## config.mk

```make
export PLATFORM = sky130hd
export DESIGN_NAME = bict_ctrl
export DESIGN_NICKNAME = d
export VERILOG_FILES = /design/src/hw/rtl/bict_pkg.sv /design/src/hw/rtl/bict_ctrl.sv
export SDC_FILE = /design/constraint.sdc
export NUM_CORES = 1
export LEC_CHECK = 0
export BUFFER_PORTS_ARGS = -buffer_cell sky130_fd_sc_hd__buf_4
export CAP_MARGIN = 20
export CORE_AREA = 8 8 128 130
export DETAILED_ROUTE_END_ITERATION = 7
export DIE_AREA = 0 0 136 138
export MAX_ROUTING_LAYER = met4
export PLACE_DENSITY = 0.69
export SYNTH_ARGS = -nofsm -noshare
export SYNTH_HDL_FRONTEND = slang
export SYNTH_SLANG_ARGS = --single-unit
```

## constraint.sdc

```tcl
create_clock -name clk -period 7 [get_ports clk]
set_input_delay 1.4 -clock clk [delete_from_list [all_inputs] [get_ports clk]]
set_output_delay 1.4 -clock clk [all_outputs]
set_load 0.01 [all_outputs]
```

## src/hw/rtl/bict_pkg.sv

```systemverilog
package bict_pkg;

  // coordinate and field widths
  localparam int COORD_W = 9;
  localparam int FUNC_W  = 2;
  // width for comparing against the largest image dimension (4096)
  localparam int LIM_W   = 13;

  localparam int DEF_MAX_WIDTH  = 256;
  localparam int DEF_MAX_HEIGHT = 256;

  localparam logic [COORD_W-1:0] DIM_RESET = 9'd256;

  // command codes
  localparam logic [FUNC_W-1:0] FUNC_WRITE = 2'd0;
  localparam logic [FUNC_W-1:0] FUNC_START = 2'd1;
  localparam logic [FUNC_W-1:0] FUNC_STEP  = 2'd2;

  // configuration register indexes
  localparam logic CFG_WIDTH  = 1'b0;
  localparam logic CFG_HEIGHT = 1'b1;

  // headings
  localparam logic [1:0] HEAD_N = 2'd0;
  localparam logic [1:0] HEAD_E = 2'd1;
  localparam logic [1:0] HEAD_S = 2'd2;
  localparam logic [1:0] HEAD_W = 2'd3;

  // pixel store access, one per cycle
  typedef struct packed {
    logic               rd;
    logic               we;
    logic [COORD_W-1:0] col;
    logic [COORD_W-1:0] row;
    logic               black;
  } pix_req_t;

  // controller status seen by the top level
  typedef struct packed {
    logic busy;
    logic active;
  } ctrl_stat_t;

  // front-left pixel offset {dx, dy} from a corner for a heading
  function automatic logic [1:0] fl_off(input logic [1:0] head);
    logic [1:0] off;
    unique case (head)
      HEAD_N:  off = 2'b00;
      HEAD_E:  off = 2'b10;
      HEAD_S:  off = 2'b11;
      default: off = 2'b01;
    endcase
    return off;
  endfunction

endpackage

```

## src/hw/rtl/bict_ctrl.sv

```systemverilog
module bict_ctrl (
  input  logic                          clk,
  input  logic                          rst,
  input  logic                          start,
  input  logic [bict_pkg::FUNC_W-1:0]   func,
  input  logic [bict_pkg::COORD_W-1:0]  pixel_col,
  input  logic [bict_pkg::COORD_W-1:0]  pixel_row,
  input  logic                          pixel_black,
  input  logic [bict_pkg::COORD_W-1:0]  used_w,
  input  logic [bict_pkg::COORD_W-1:0]  used_h,
  input  logic                          pix,
  output bict_pkg::pix_req_t            req,
  output bict_pkg::ctrl_stat_t          stat,
  output logic                          res_valid,
  output logic [bict_pkg::COORD_W-1:0]  res_x,
  output logic [bict_pkg::COORD_W-1:0]  res_y,
  output logic                          res_closed,
  output logic                          res_empty
);

  typedef enum logic [3:0] {
    ST_IDLE = 4'b0001,
    ST_SCAN = 4'b0010,
    ST_FR   = 4'b0100,
    ST_DEC  = 4'b1000
  } state_t;

  state_t                         state;
  logic                           accept;
  logic                           active;
  logic [1:0]                     heading;
  logic [bict_pkg::COORD_W-1:0]   tracer_x;
  logic [bict_pkg::COORD_W-1:0]   tracer_y;
  logic [bict_pkg::COORD_W-1:0]   start_x;
  logic [bict_pkg::COORD_W-1:0]   start_y;
  // scan position and the read in flight
  logic [bict_pkg::COORD_W-1:0]   sc;
  logic [bict_pkg::COORD_W-1:0]   sr;
  logic                           scan_done;
  logic                           scan_issue;
  logic                           scan_last;
  logic                           pend_valid;
  logic                           pend_last;
  logic [bict_pkg::COORD_W-1:0]   pend_c;
  logic [bict_pkg::COORD_W-1:0]   pend_r;
  // step decision
  logic                           fl_black;
  logic [1:0]                     rh;
  logic [1:0]                     fl_o;
  logic [1:0]                     fr_o;
  logic [1:0]                     heading_next;
  logic [bict_pkg::COORD_W-1:0]   x_next;
  logic [bict_pkg::COORD_W-1:0]   y_next;

  assign accept     = start && (state == ST_IDLE);
  assign stat.busy  = (state != ST_IDLE);
  assign stat.active = active;

  assign scan_issue = (state == ST_SCAN) && !scan_done;
  assign scan_last  = (sc == used_w) && (sr == used_h);

  assign rh   = heading + 2'd1;
  assign fl_o = bict_pkg::fl_off(heading);
  assign fr_o = bict_pkg::fl_off(rh);

  // pixel store request
  always_comb begin
    req = '0;
    unique case (state)
      ST_IDLE: begin
        if (accept && func == bict_pkg::FUNC_WRITE) begin
          req.we    = 1'b1;
          req.col   = pixel_col;
          req.row   = pixel_row;
          req.black = pixel_black;
        end else if (accept && func == bict_pkg::FUNC_STEP && active) begin
          req.rd  = 1'b1;
          req.col = tracer_x + bict_pkg::COORD_W'(fl_o[1]);
          req.row = tracer_y + bict_pkg::COORD_W'(fl_o[0]);
        end
      end
      ST_SCAN: begin
        req.rd  = scan_issue;
        req.col = sc;
        req.row = sr;
      end
      ST_FR: begin
        req.rd  = 1'b1;
        req.col = tracer_x + bict_pkg::COORD_W'(fr_o[1]);
        req.row = tracer_y + bict_pkg::COORD_W'(fr_o[0]);
      end
      default: begin
        req = '0;
      end
    endcase
  end

  // turn, then move one corner; pix holds the front-right pixel in ST_DEC
  always_comb begin
    if (fl_black) begin
      heading_next = heading + 2'd3;
    end else if (!pix) begin
      heading_next = rh;
    end else begin
      heading_next = heading;
    end
    x_next = tracer_x;
    y_next = tracer_y;
    unique case (heading_next)
      bict_pkg::HEAD_N: y_next = tracer_y - 1'b1;
      bict_pkg::HEAD_E: x_next = tracer_x + 1'b1;
      bict_pkg::HEAD_S: y_next = tracer_y + 1'b1;
      bict_pkg::HEAD_W: x_next = tracer_x - 1'b1;
    endcase
  end

  // sequencer
  always_ff @(posedge clk) begin
    if (rst) begin
      state      <= ST_IDLE;
      active     <= 1'b0;
      heading    <= bict_pkg::HEAD_E;
      tracer_x   <= '0;
      tracer_y   <= '0;
      start_x    <= '0;
      start_y    <= '0;
      scan_done  <= 1'b0;
      pend_valid <= 1'b0;
      pend_last  <= 1'b0;
      res_valid  <= 1'b0;
    end else begin
      res_valid <= 1'b0;
      unique case (state)
        ST_IDLE: begin
          if (accept && func == bict_pkg::FUNC_START) begin
            if (used_w == '0 || used_h == '0) begin
              active     <= 1'b0;
              res_valid  <= 1'b1;
              res_x      <= '0;
              res_y      <= '0;
              res_closed <= 1'b0;
              res_empty  <= 1'b1;
            end else begin
              sc         <= bict_pkg::COORD_W'(1);
              sr         <= bict_pkg::COORD_W'(1);
              scan_done  <= 1'b0;
              pend_valid <= 1'b0;
              state      <= ST_SCAN;
            end
          end else if (accept && func == bict_pkg::FUNC_STEP && active) begin
            state <= ST_FR;
          end
        end
        ST_SCAN: begin
          if (pend_valid && pix) begin
            // first black pixel: start on its top-left corner
            tracer_x   <= pend_c - 1'b1;
            tracer_y   <= pend_r - 1'b1;
            start_x    <= pend_c - 1'b1;
            start_y    <= pend_r - 1'b1;
            heading    <= bict_pkg::HEAD_E;
            active     <= 1'b1;
            pend_valid <= 1'b0;
            res_valid  <= 1'b1;
            res_x      <= pend_c - 1'b1;
            res_y      <= pend_r - 1'b1;
            res_closed <= 1'b0;
            res_empty  <= 1'b0;
            state      <= ST_IDLE;
          end else if (pend_valid && pend_last) begin
            // last pixel white: empty image
            active     <= 1'b0;
            pend_valid <= 1'b0;
            res_valid  <= 1'b1;
            res_x      <= '0;
            res_y      <= '0;
            res_closed <= 1'b0;
            res_empty  <= 1'b1;
            state      <= ST_IDLE;
          end else begin
            pend_valid <= scan_issue;
            pend_last  <= scan_issue && scan_last;
            pend_c     <= sc;
            pend_r     <= sr;
            if (scan_issue) begin
              if (scan_last) begin
                scan_done <= 1'b1;
              end else if (sc == used_w) begin
                sc <= bict_pkg::COORD_W'(1);
                sr <= sr + 1'b1;
              end else begin
                sc <= sc + 1'b1;
              end
            end
          end
        end
        ST_FR: begin
          fl_black <= pix;
          state    <= ST_DEC;
        end
        ST_DEC: begin
          heading    <= heading_next;
          tracer_x   <= x_next;
          tracer_y   <= y_next;
          res_valid  <= 1'b1;
          res_x      <= x_next;
          res_y      <= y_next;
          res_closed <= (x_next == start_x) && (y_next == start_y);
          res_empty  <= 1'b0;
          if ((x_next == start_x) && (y_next == start_y)) begin
            active <= 1'b0;
          end
          state <= ST_IDLE;
        end
        default: begin
          state <= ST_IDLE;
        end
      endcase
    end
  end

endmodule

```

==> impl_results.md <==
* Status: complete, no violations
* Die X at 136 um
* Number of enable flip-flop cells after synthesis at 57
* CTS Hold Buffers Added at 0
* Critical Path AT at 5.35 ns
* Async S/R FF share, synth at 0
* Antenna violations before repair at 0
* Max-Cap Viols at 0
* Least-Margin Pin Slew at 1.00 ns
* Postcts setup bufs at 0
* WP buf/inv at 1
* Startpoint Class: input pin
* CP most frequent cell: nor2_1
* Mean post-synth cell area at 8.85 sq um
* Post-DP HPWL at 15.7 mm
* CP max stage cell: nor4b_1
* I/O Pins at 87
* Via/cell ratio at 6.12
* Area grow syn2layout at 16.1%
* Die area at 18800 sq um
* Min-delay src: start_y[4]$_SDFFE_PP0P_
* Clock-pin slew on the worst setup and hold paths at 0.07 ns
* Nature of the critical path endpoint: register
* # setup viols final at 0
* Mapped Cells at 793
* Slew HR at 0.331
* Count of pins over their slew limit at 0
* CTS Root Cell: clkbuf_16
* Final setup TNS at 0 ns
* Placer Congestion at 0.894
* TritonCTS clock tree: yes
* Most frequent cells in the layout: 99 x buf_4, 90 x nor2_1, 83 x nand2_1
* Synthesized cell area at 7020 sq um
* N_diodes at 0
* Vias in the first global route at 6177
* Clock skew at 0.00872 ns
* Vias at 6403
* Avg WL per Cell at 20.2 um
* Die height at 138 um
* Grt total ovfl at 0
* Post-Syn Nets at 860
* Sink Count at 104
* All-Layer GR Usage at 0.227
* Final Util at 0.569
* Peak Freq at 0.195 GHz
* Final Cycle Share at 0.733
* Hold Crit Class: register to register
* Dpl cell area at 7850 sq um
* Final hold viol count at 0
* Remaining DRCs at 0
* Starting density of the core at 0.490
* PortBufs at 86
* Initial DRC Count at 458
* Period minus WS final at 5.13 ns
* RSZ-0062 raised after global routing: false
* Clk Latency, worst-skew pair at 0.36 ns
* Critical path origin: pix
* Maximum VDD drop at 0.0989 mV
* Worst stage delay on the critical path at 0.58 ns
* Total Nets Final at 924
* Core Rows at 44
* Seq cells post-synth at 104
* PwrDens at 153 nW/um^2
* Critical Path RT at 7.22 ns
* Top FF cell, synth: edfxtp_1
* Share of layout cells above drive strength 1 at 0.169
* Most common cell after layout, fill and taps aside: buf_4
* CORE AREA at 14300 sq um
* 1st-pass router iterations at 5
* Clk buf depth at 2
* Inserted Clock Buffers at 9
* Synth Warn # at 0
* Largest net degree at the start of global routing at 53
* P_leak at 3.07 nW
* Crit path max fanout at 9
* Final instance area at 8150 sq um
* # H-tree levels at 3
* DRT Wirelength at 21.1 mm
* Post-cts sizing count at 0
* CP cell instances: buf_4, nor4_2, nor3_4, xnor2_1, ha_1, nand3_1, nor2_1, nor4b_1, or2_2, o2111ai_1, a2111oi_0, nand4_1, a2111o_1, nor2_1
* Setup CP Type: input pin to register
* Reg2reg start: heading[0]$_SDFFE_PP1P_
* Count of different cell masters after synthesis at 84
* First-pass GRT wire length at 33.0 mm
* Routed Antenna Nets at 0
* Top delay family on crit path: simple AND/OR/NAND/NOR gates
* Seq/Total Area, Yosys at 0.378
==> power by group <==
group / internal [mW] / switching, mW / leakage [nW]
clock: 0.290 / 0.239 / 0.143
combinational: 0.0355 / 0.0376 / 2.01
sequential: 0.640 / 0.00381 / 0.916
==> state kept, by name, indices dropped and copies added (netlist names), 2 cells and up <==
| name | flops |
|---|---|
| pend_r | 9 |
| sr | 9 |
| pend_c | 9 |
| tracer_x | 9 |
| state | 4 |
| res_x | 9 |
| heading | 2 |
| res_y | 9 |
| start_y | 9 |
| tracer_y | 9 |
| start_x | 9 |
| sc | 9 |
==> worst min-delay path, cell delays in order (launching register included) <==
cell and delay, ns:
dfxtp_1 0.32, nand2_1 0.06, a21oi_1 0.05
==> final timing paths <==
check	end	slack [ns]	cells past startpoint
worst min-delay path	start_y[4]$_SDFFE_PP0P_	0.48	2
worst min register to register	start_y[4]$_SDFFE_PP0P_	0.48	2
worst max-delay path	res_closed$_SDFFCE_PN0P_	1.87	14
worst max register to register	res_closed$_SDFFCE_PN0P_	1.98	15
==> cells in the mapped netlist, types with 4 or more instances <==
library cell | count | area, sq um
mux2i_1 | 5 | 50.1
nand2b_1 | 4 | 25.0
nor4_1 | 11 | 68.8
nor2_1 | 91 | 342
a222oi_1 | 11 | 110
clkbuf_1 | 39 | 146
inv_1 | 17 | 63.8
ha_1 | 23 | 288
nor4b_1 | 5 | 43.8
o211ai_1 | 9 | 67.6
nor3b_1 | 4 | 30.0
xnor2_1 | 42 | 368
nand4_1 | 11 | 68.8
a22oi_1 | 7 | 52.6
o21ai_0 | 32 | 160
and2_1 | 10 | 62.6
nand2_1 | 83 | 312
nor3_1 | 17 | 85.1
or3_1 | 7 | 43.8
xor2_1 | 48 | 420
a21oi_1 | 51 | 255
or2_2 | 5 | 31.3
edfxtp_1 | 57 | 1710
a211oi_1 | 10 | 75.1
nand3_1 | 27 | 135
o31ai_1 | 4 | 30.0
nor2b_1 | 5 | 31.3
nand3b_1 | 6 | 45.0
dfxtp_1 | 47 | 941
and3_1 | 10 | 62.6
a31oi_1 | 8 | 50.1
a21o_1 | 4 | 30.0
o22ai_1 | 12 | 75.1
==> metal layers <==
metal | vias to the layer above | share of wire | global-route usage
li1 | 3053 | - | -
met1 | 3049 | 0.47 | 0.310
met2 | 273 | 0.45 | 0.341
met3 | 28 | 0.061 | 0.0250
met4 | 0 | 0.017 | 0.0746
met5 | - | 0 | -
==> area by class of cell <==
class	instances	area, sq um
fill	1255	6170
multi-input combinational	626	4160
sequential	104	2650
timing repair buffer	99	743
clock buffer	12	246
tap	184	230
inverter	17	63.8
clock inverter	4	55.1
==> stage by stage <==
step | std cells | total power [mW] | hold slack, ns | setup WS, ns
floorplan | 793 | 0.692 | 0.424 | 2.00
global placement | 1030 | 0.729 | 0.469 | 1.67
detailed placement | 1030 | 0.730 | 0.468 | 1.58
CTS | 1046 | 1.25 | 0.478 | 1.96
global route | 1046 | 1.28 | 0.501 | 1.54
finish | 1046 | 1.25 | 0.476 | 1.87
==> logic make-up after synthesis <==
kind of cell	share of synthesized area
xor gates and xnor gates	0.118
buffers and inverters	0.0348
adders and majority gates	0.0439
AOI/OAI and AO/OA	0.182
DFF	0.378
muxes	0.0107
and+or+nand+nor	0.233
(Power assumes the default switching activity.)
